## config.mk

```make
export PLATFORM = sky130hd
export DESIGN_NAME = task_slot_allocator_top
export DESIGN_NICKNAME = d
export VERILOG_FILES = /design/src/sv/tsa_pkg.sv /design/src/sv/task_slot_allocator_top.sv /design/src/sv/tsa_ram.sv /design/src/sv/tsa_ctrl.sv /design/src/sv/tsa_dp.sv
export SDC_FILE = /design/constraint.sdc
export NUM_CORES = 2
export LEC_CHECK = 0
export BUFFER_PORTS_ARGS = -buffer_cell sky130_fd_sc_hd__buf_2
export CAP_MARGIN = 20
export CELL_PAD_IN_SITES_DETAIL_PLACEMENT = 1
export CELL_PAD_IN_SITES_GLOBAL_PLACEMENT = 1
export CORE_UTILIZATION = 56
export CTS_BUF_LIST = sky130_fd_sc_hd__clkbuf_4
export CTS_CLUSTER_DIAMETER = 150
export DETAILED_ROUTE_END_ITERATION = 16
export GPL_ROUTABILITY_DRIVEN = 0
export PLACE_DENSITY_LB_ADDON = 0.1
export SYNTH_ARGS = -nofsm -noshare
export SYNTH_HDL_FRONTEND = slang
export SYNTH_SLANG_ARGS = --single-unit
```

## constraint.sdc

```tcl
create_clock -name clk -period 8.26 [get_ports clk]
set_input_delay 1.652 -clock clk [delete_from_list [all_inputs] [get_ports clk]]
set_output_delay 1.652 -clock clk [all_outputs]
set_load 0.05 [all_outputs]
```

## src/sv/tsa_pkg.sv

```systemverilog
// tsa_pkg: shared types, codes and constants of the task slot allocator
`default_nettype none

package tsa_pkg;

  // defaults for the top level parameters
  localparam int SLOTS_DEF       = 64;
  localparam int STACK_WORDS_DEF = 1024;
  localparam int ID_BITS_DEF     = 7;

  // fixed field widths
  localparam int GEN_BITS = 9;
  localparam int PRI_BITS = 8;
  localparam int PAR_BITS = 16;
  localparam int ENT_W    = GEN_BITS + PRI_BITS + PAR_BITS;

  // free-slot search groups
  localparam int GRP_W = 8;

  // saved stack pointer sits this many words below the entry word
  localparam logic [15:0] SP_BACK = 16'd15;

  // operation codes
  localparam logic [1:0] OP_ALLOC  = 2'd0;
  localparam logic [1:0] OP_FREE   = 2'd1;
  localparam logic [1:0] OP_LOOKUP = 2'd2;
  localparam logic [1:0] OP_RETIRE = 2'd3;

  // status codes
  localparam logic [1:0] ST_OK         = 2'd0;
  localparam logic [1:0] ST_FULL       = 2'd1;
  localparam logic [1:0] ST_NOT_ZOMBIE = 2'd2;

  typedef struct packed {
    logic [1:0]  op;
    logic [15:0] task_id;
    logic [7:0]  priority_req;
    logic [31:0] entry_addr;
    logic [15:0] parent_id;
  } req_t;

  typedef struct packed {
    logic [1:0]  status;
    logic [15:0] result_id;
    logic [15:0] saved_sp_offset;
    logic [15:0] entry_word_offset;
    logic [31:0] entry_word;
    logic [7:0]  task_priority;
    logic [15:0] task_parent;
    logic        is_ready;
  } rsp_t;

  // controller to datapath commands
  typedef struct packed {
    logic capture;
    logic find;
    logic read;
    logic exec;
  } cmd_t;

endpackage

`default_nettype wire

```

## src/sv/task_slot_allocator_top.sv

```systemverilog
// task_slot_allocator_top: top level of the task slot allocator
`default_nettype none

// task slot table with lowest-free-slot allocation and generation-tagged ids.
// each request word (alloc, free, lookup, retire) gives exactly one response
// word. one request is in flight at a time: it is taken in the idle state,
// then passes the find state, picking a slot from the registered free-slot
// summary (eight-slot groups, refreshed every cycle from the used bitmap), the
// read state, for the registered read of the descriptor ram (generation,
// priority, parent), and the execute state, for the read-modify-write and
// loading the response register, and only then is the next request taken.
// a waiting response only holds the final step; the response
// register parts the two sides. ids pack generation above slot number plus
// one, truncated to 16 bits. there is no clearing pass after reset: a valid
// flop per slot makes a never-written descriptor read as zero, and the used
// and ready flags sit in flops cleared by reset.
module task_slot_allocator_top #(
  parameter int SLOTS       = tsa_pkg::SLOTS_DEF,
  parameter int STACK_WORDS = tsa_pkg::STACK_WORDS_DEF,
  parameter int ID_BITS     = tsa_pkg::ID_BITS_DEF
) (
  input  wire logic          clk,
  input  wire logic          rst,
  // request channel
  input  wire logic          req_valid,
  output logic               req_ready,
  input  wire tsa_pkg::req_t req,
  // response channel
  output logic               rsp_valid,
  input  wire logic          rsp_ready,
  output tsa_pkg::rsp_t      rsp
);

  import tsa_pkg::*;

  // command bundle from the sequencer
  cmd_t cmd;

  // sequencer: idle, find, read, execute
  tsa_ctrl u_ctrl (
    .clk       (clk),
    .rst       (rst),
    .req_valid (req_valid),
    .req_ready (req_ready),
    .rsp_valid (rsp_valid),
    .rsp_ready (rsp_ready),
    .cmd       (cmd)
  );

  // slot flags, descriptor ram and response register
  tsa_dp #(
    .SLOTS       (SLOTS),
    .STACK_WORDS (STACK_WORDS),
    .ID_BITS     (ID_BITS)
  ) u_dp (
    .clk (clk),
    .rst (rst),
    .cmd (cmd),
    .req (req),
    .rsp (rsp)
  );

endmodule

`default_nettype wire

```

## src/sv/tsa_ram.sv

```systemverilog
// tsa_ram: generic single write port ram with registered read
`default_nettype none

module tsa_ram #(
  parameter int WIDTH = 8,
  parameter int DEPTH = 64
) (
  input  wire logic                     clk,
  input  wire logic                     we,
  input  wire logic [$clog2(DEPTH)-1:0] waddr,
  input  wire logic [WIDTH-1:0]         wdata,
  input  wire logic                     re,
  input  wire logic [$clog2(DEPTH)-1:0] raddr,
  output logic      [WIDTH-1:0]         rdata
);

  logic [WIDTH-1:0] mem [DEPTH];

  always_ff @(posedge clk) begin
    if (we) begin
      mem[waddr] <= wdata;
    end
    if (re) begin
      rdata <= mem[raddr];
    end
  end

endmodule

`default_nettype wire

```

## src/sv/tsa_ctrl.sv

```systemverilog
// tsa_ctrl: sequencing state machine of the task slot allocator
`default_nettype none

module tsa_ctrl (
  input  wire logic          clk,
  input  wire logic          rst,
  input  wire logic          req_valid,
  output logic               req_ready,
  output logic               rsp_valid,
  input  wire logic          rsp_ready,
  output tsa_pkg::cmd_t      cmd
);

  import tsa_pkg::*;

  typedef enum logic [1:0] {
    S_IDLE,
    S_FIND,
    S_READ,
    S_EXEC
  } state_t;

  state_t state;

  always_comb begin
    cmd.capture = req_valid && req_ready;
    cmd.find    = (state == S_FIND);
    cmd.read    = (state == S_READ);
    // result register must be free or emptying
    cmd.exec    = (state == S_EXEC) && (!rsp_valid || rsp_ready);
  end

  always_ff @(posedge clk) begin
    if (rst) begin
      state     <= S_IDLE;
      req_ready <= 1'b1;
      rsp_valid <= 1'b0;
    end else begin
      // a new result in the same cycle keeps valid up
      if (rsp_valid && rsp_ready && !cmd.exec) begin
        rsp_valid <= 1'b0;
      end
      case (state)
        S_IDLE: begin
          if (cmd.capture) begin
            state     <= S_FIND;
            req_ready <= 1'b0;
          end
        end
        S_FIND: begin
          state <= S_READ;
        end
        S_READ: begin
          state <= S_EXEC;
        end
        S_EXEC: begin
          if (cmd.exec) begin
            rsp_valid <= 1'b1;
            req_ready <= 1'b1;
            state     <= S_IDLE;
          end
        end
        default: begin
          state <= S_IDLE;
        end
      endcase
    end
  end

endmodule

`default_nettype wire

```

## src/sv/tsa_dp.sv

```systemverilog
// tsa_dp: slot table, free-slot search and result datapath
`default_nettype none

module tsa_dp #(
  parameter int SLOTS       = tsa_pkg::SLOTS_DEF,
  parameter int STACK_WORDS = tsa_pkg::STACK_WORDS_DEF,
  parameter int ID_BITS     = tsa_pkg::ID_BITS_DEF
) (
  input  wire logic          clk,
  input  wire logic          rst,
  input  wire tsa_pkg::cmd_t cmd,
  input  wire tsa_pkg::req_t req,
  output tsa_pkg::rsp_t      rsp
);

  import tsa_pkg::*;

  localparam int SLOT_W = $clog2(SLOTS);
  localparam int NGRP   = (SLOTS + GRP_W - 1) / GRP_W;
  localparam int PAD_W  = NGRP * GRP_W;
  localparam int LOW_W  = $clog2(GRP_W);
  localparam int IDW_W  = GEN_BITS + ID_BITS;
  localparam logic [ID_BITS:0] SLOTS_ID = (ID_BITS + 1)'(SLOTS);

  function automatic logic [LOW_W-1:0] low_zero(input logic [GRP_W-1:0] v);
    int i;
    low_zero = '0;
    for (i = GRP_W - 1; i >= 0; i--) begin
      if (!v[i]) begin
        low_zero = LOW_W'(i);
      end
    end
  endfunction

  // per-slot flags in flops
  logic [SLOTS-1:0] used;
  logic [SLOTS-1:0] ready;
  logic [SLOTS-1:0] valid;

  req_t              req_q;
  logic [SLOT_W-1:0] slot;
  logic              fail;

  // registered free-slot summary
  logic [PAD_W-1:0] used_pad;
  logic [NGRP-1:0]  grp_free;
  logic [LOW_W-1:0] grp_low [NGRP];

  logic [SLOT_W-1:0]  pick_slot;
  logic               pick_any;
  logic [ID_BITS-1:0] field;
  logic               bad;

  logic [ENT_W-1:0]    rd_data;
  logic [ENT_W-1:0]    wr_data;
  logic                wr;
  logic                ram_we;

  logic                hit;
  logic [GEN_BITS-1:0] cur_gen, new_gen;
  logic [PRI_BITS-1:0] cur_pri, new_pri;
  logic [PAR_BITS-1:0] cur_par, new_par;
  logic                cur_rdy, new_rdy, new_used;
  logic [1:0]          st;
  logic [31:0]         top_w;
  logic [15:0]         eow;
  logic [IDW_W-1:0]    idw;
  rsp_t                rsp_next;

  always_comb begin
    used_pad              = '1;
    used_pad[SLOTS-1:0]   = used;
  end

  always_ff @(posedge clk) begin
    for (int g = 0; g < NGRP; g++) begin
      grp_free[g] <= ~&used_pad[g*GRP_W +: GRP_W];
      grp_low[g]  <= low_zero(used_pad[g*GRP_W +: GRP_W]);
    end
  end

  // lowest group with a free slot
  always_comb begin
    pick_slot = '0;
    pick_any  = 1'b0;
    for (int g = NGRP - 1; g >= 0; g--) begin
      if (grp_free[g]) begin
        pick_any  = 1'b1;
        pick_slot = SLOT_W'(g * GRP_W + int'(grp_low[g]));
      end
    end
  end

  assign field = req_q.task_id[ID_BITS-1:0];
  assign bad   = (field == '0) || ({1'b0, field} > SLOTS_ID);

  always_ff @(posedge clk) begin
    if (cmd.capture) begin
      req_q <= req;
    end
    if (cmd.find) begin
      if (req_q.op == OP_ALLOC) begin
        slot <= pick_slot;
        fail <= !pick_any;
      end else if (bad) begin
        slot <= '0;
        fail <= 1'b1;
      end else begin
        slot <= SLOT_W'(int'(field) - 1);
        fail <= 1'b0;
      end
    end
  end

  tsa_ram #(
    .WIDTH (ENT_W),
    .DEPTH (SLOTS)
  ) u_ram (
    .clk   (clk),
    .we    (ram_we),
    .waddr (slot),
    .wdata (wr_data),
    .re    (cmd.read),
    .raddr (slot),
    .rdata (rd_data)
  );

  always_comb begin
    hit      = valid[slot];
    cur_gen  = hit ? rd_data[ENT_W-1 -: GEN_BITS] : '0;
    cur_pri  = hit ? rd_data[PAR_BITS +: PRI_BITS] : '0;
    cur_par  = hit ? rd_data[PAR_BITS-1:0] : '0;
    cur_rdy  = ready[slot];
    new_gen  = cur_gen;
    new_pri  = cur_pri;
    new_par  = cur_par;
    new_rdy  = cur_rdy;
    new_used = used[slot];
    wr       = 1'b0;
    st       = ST_OK;
    case (req_q.op)
      OP_ALLOC: begin
        new_used = 1'b1;
        new_rdy  = 1'b1;
        new_pri  = req_q.priority_req;
        new_par  = req_q.parent_id;
        wr       = 1'b1;
      end
      OP_FREE: begin
        if (cur_rdy) begin
          st = ST_NOT_ZOMBIE;
        end else begin
          new_used = 1'b0;
          new_gen  = cur_gen + 1'b1;
          new_par  = '0;
          wr       = 1'b1;
        end
      end
      OP_RETIRE: begin
        new_rdy = 1'b0;
      end
      OP_LOOKUP: begin
      end
      default: begin
      end
    endcase
    wr_data = {new_gen, new_pri, new_par};
    ram_we  = cmd.exec && !fail && wr;

    top_w = 32'(STACK_WORDS * (int'(slot) + 1) - 1);
    eow   = top_w[15:0];
    idw   = {new_gen, ID_BITS'(int'(slot) + 1)};

    rsp_next = '0;
    if (fail) begin
      rsp_next.status = (req_q.op == OP_ALLOC) ? ST_FULL : ST_NOT_ZOMBIE;
    end else begin
      rsp_next.status        = st;
      rsp_next.result_id     = 16'(idw);
      rsp_next.task_priority = new_pri;
      rsp_next.task_parent   = new_par;
      rsp_next.is_ready      = new_rdy;
      if (req_q.op == OP_ALLOC) begin
        rsp_next.saved_sp_offset   = eow - SP_BACK;
        rsp_next.entry_word_offset = eow;
        rsp_next.entry_word        = req_q.entry_addr;
      end
    end
  end

  always_ff @(posedge clk) begin
    if (rst) begin
      used  <= '0;
      ready <= '0;
      valid <= '0;
    end else if (cmd.exec && !fail) begin
      used[slot]  <= new_used;
      ready[slot] <= new_rdy;
      if (wr) begin
        valid[slot] <= 1'b1;
      end
    end
  end

  always_ff @(posedge clk) begin
    if (cmd.exec) begin
      rsp <= rsp_next;
    end
  end

endmodule

`default_nettype wire

```

==> results.yml <==
synth:
  synth_cells: 5621
  netlist_area_um2: 93600
  synth.area.top_cells: "edfxtp_1 (74%), a22oi_1 (5.5%), dfxtp_1 (4.9%)"
  yosys_warnings: 0
  synth-async-reset-ratio_pct: 0
  yosysSeqAreaShare_pct: 78.7
  synth_top_area_share_pct: 73.8
  yosys.cell_types.count: 68
  avgSynthCellArea_um2: 16.6
  synth_top_cell_by_area: "edfxtp_1"
  synth_top_flop_cell: "edfxtp_1"
  ys_ff_latch: 2527
  synth_edf_count: 2299
route:
  drcViolationCount: 0
  vias_per_cell: 6.74
  wl_um: 301000
  wl_per_cell_um: 34.0
  postRouteAntennaNets: 0
  first_pass_iters: 6
  vias: 59700
  first_iter_violations: 7890
placement:
  post-place-ws_ps: 2680
  placed_area_um2: 97600
  portBuffers: 173
  dpl.hpwl_um: 170000
  dpl.cell_count: 7761
power_and_ir_drop:
  leakage_nw: 33.9
  p_int_mw: 22.2
  max-vdd-ir-drop_v: 0.000195
  powerDensity_nw_per_um2: 311
  power.share.sequential_pct: 47.1
  total_power_mw: 32.9
  p_comb_share_pct: 21.9
  p_switching_mw: 10.7
  switching_share_pct: 32.6
  clkPwrFrac_pct: 31.0
global_route:
  grt_start_max_net_pins: 109
  grt_pass1_vias: 61200
  grt_pass1_wl_um: 422000
  grt_overflow: 0
  antenna_found_initial: 18
  grtUsageTotal_pct: 35.1
setup_path:
  crit_arrival_ps: 6970
  crit_fanout: 64
  crit_chain: "buf_4, nor2b_1, a221o_1, a2bb2oi_1, o221ai_1, nor3_4, nor2_4, buf_12, nor2_4, buf_4"
  cp_slowest_cell: "nor2_4"
  startpoint_type: "register"
  end_kind: "register"
  critPathRequiredTime_ps: 9310
  worstSetupPathType: "reg2reg"
  slowest_delay_ps: 1040
clock_tree:
  cts_tree: "built"
  cts_resized: 0
  path_clk_slew_ps: 70
  cts_made_buffers: 641
  clockBufferDepth: 4
  root_buffer: "clkbuf_4"
  htree_levels: 6
  postCtsHoldBufs: 0
  clock_latency_ps: 1460
  clock-sinks: 2527
  post_cts_buffers: 0
timing:
  maxSlewViolCount: 0
  fin_hold_ws_ps: 411
  slew_headroom_pct: 18.2
  rsz0062_at_grt: "false"
  fmax_mhz: 169
  fin_setup_tns_ps: 0
  fin_crit_sh_pct: 71.7
  hold_viol: 0
  worst_pin_slew_ps: 1220
  fin_worst_skew_ps: 112
  setup_violations: 0
  setup_slack_ps: 2340
  fin_crit_ps: 5920
final_layout:
  fillCellCount: 14900
  layout.nets: 6329
  seqCellArea_um2: 73600
  multi_input_area_um2: 18800
  final_util_pct: 63.9
  layout.cells.non_filler: 8862
  area_growth_pct: 12.9
  stdcell_area_um2: 106000
  drive_above_1_share_pct: 22.9
floorplan:
  core_um2: 165000
  ioPinCount: 187
  rows: 149
  initial_utilization_pct: 56.6
  die_w_um: 411
  die_h_um: 411
  dieArea_um2: 169000
worst_hold_path:
  hold_class: "in2reg"
flow_run:
  drv_cap: 0
outcome:
  outcome: "finished clean"
-- kinds of logic (layout without fill, tap and decap cells) --
group	Yosys count	count (layout)	share of synthesized area (%)
other	1	15	0.00401
adders and majority gates	11	11	0.147
DFF	2527	2527	78.7
buffers and inverters	418	1456	2.01
AOI/OAI and AO/OA	1698	1698	13.6
xor gates and xnor gates	12	12	0.112
and+or+nand+nor	900	900	4.63
muxes	54	54	0.800
-- power groups by stage --
| stage | clock network [mW] | registers [mW] | logic (mW) |
|---|---|---|---|
| after floorplan | 0 | 15.9 | 3.52 |
| after global placement | 0 | 15.8 | 6.50 |
| after detailed placement | 0 | 15.8 | 6.76 |
| after CTS | 10.3 | 15.5 | 6.78 |
| after global routing | 10.8 | 15.5 | 7.42 |
| final | 10.2 | 15.5 | 7.20 |
-- synth_stat cells, types with 6 or more instances --
library cell  count
buf_2            87
nor4_1           19
mux4_2           16
buf_6            11
a21oi_1         198
nand3b_1         68
a211oi_2         60
nor3_1           22
buf_4            28
xor2_1            6
and3_1           38
a211oi_1          7
nand2_1         202
xnor2_1           6
clkbuf_1        173
o21ai_0          90
nand4_1          59
nor2b_1          10
o22ai_1           7
a41oi_1          32
a221oi_1        212
a31oi_1         144
a22o_1          238
mux2i_1          32
nand3_1         107
a22oi_1         680
dfxtp_1         228
nand2b_1          7
or3_1            10
edfxtp_1       2299
inv_1            25
a21boi_0          8
nor2_1          329
ha_1             11
buf_1            92
-- worst paths after layout --
kind	start	to	slack, ps	cells after the start
setup / recovery	u_dp.slot[0]	u_dp.u_ram.mem[36][8]	2340	10
hold / removal	req[56]	u_dp.field[0]	410	1
setup reg to reg	u_dp.slot[0]	u_dp.u_ram.mem[36][8]	2340	10
hold reg to reg	u_dp.valid[34]	u_dp.valid[34]	460	2
-- per-layer routing --
metal  vias to the layer above  GRT usage (%)  part of all wire (%)
li1                      24600              -                     -
met1                     30700           45.9                    38
met2                      3803           54.6                    47
met3                       598           12.1                    12
met4                        12           13.3                   3.3
met5                         -              0                 0.027
-- cells in the final DEF (no fill, tap or decap), types with 172 or more instances in the layout --
| master | instances |
|---|---|
| nor2_1 | 259 |
| a221oi_1 | 212 |
| nand2_1 | 192 |
| a22oi_1 | 680 |
| buf_2 | 172 |
| a21oi_1 | 197 |
| clkbuf_4 | 927 |
| dfxtp_1 | 228 |
| edfxtp_1 | 2299 |
| a22o_1 | 223 |
-- state kept, by name, summed over array words and instances (netlist names), 2 cells and up --
register / flops
u_dp.u_ram.rdata: 33
u_dp.valid: 64
u_dp.field: 7
u_dp.u_ram.mem: 2112
u_dp.slot: 6
u_dp.ready: 64
u_dp.req_q: 58
u_dp.grp_low: 24
u_dp.rsp: 82
u_dp.grp_free: 8
u_dp.used: 64
u_ctrl.state: 2
-- layout make-up --
cell class / count / area share [%]
diodes: 11 / 0.0261
clock buffers: 927 / 6.59
clock inverters: 138 / 0.528
inverters: 26 / 0.0936
multi-input cells: 2679 / 17.8
flip-flops and latches: 2527 / 69.7
well taps: 2189 / 2.59
repair buffers: 365 / 2.71
-- critical path, delay by kind of cell (launching register included) --
kind / cells / cell delay (ps)
buffers and inverters: 3 / 1150
and+or+nand+nor: 4 / 2000
DFF: 1 / 680
AOI/OAI and AO/OA: 3 / 1560
Power figures use the tool's default switching activity.
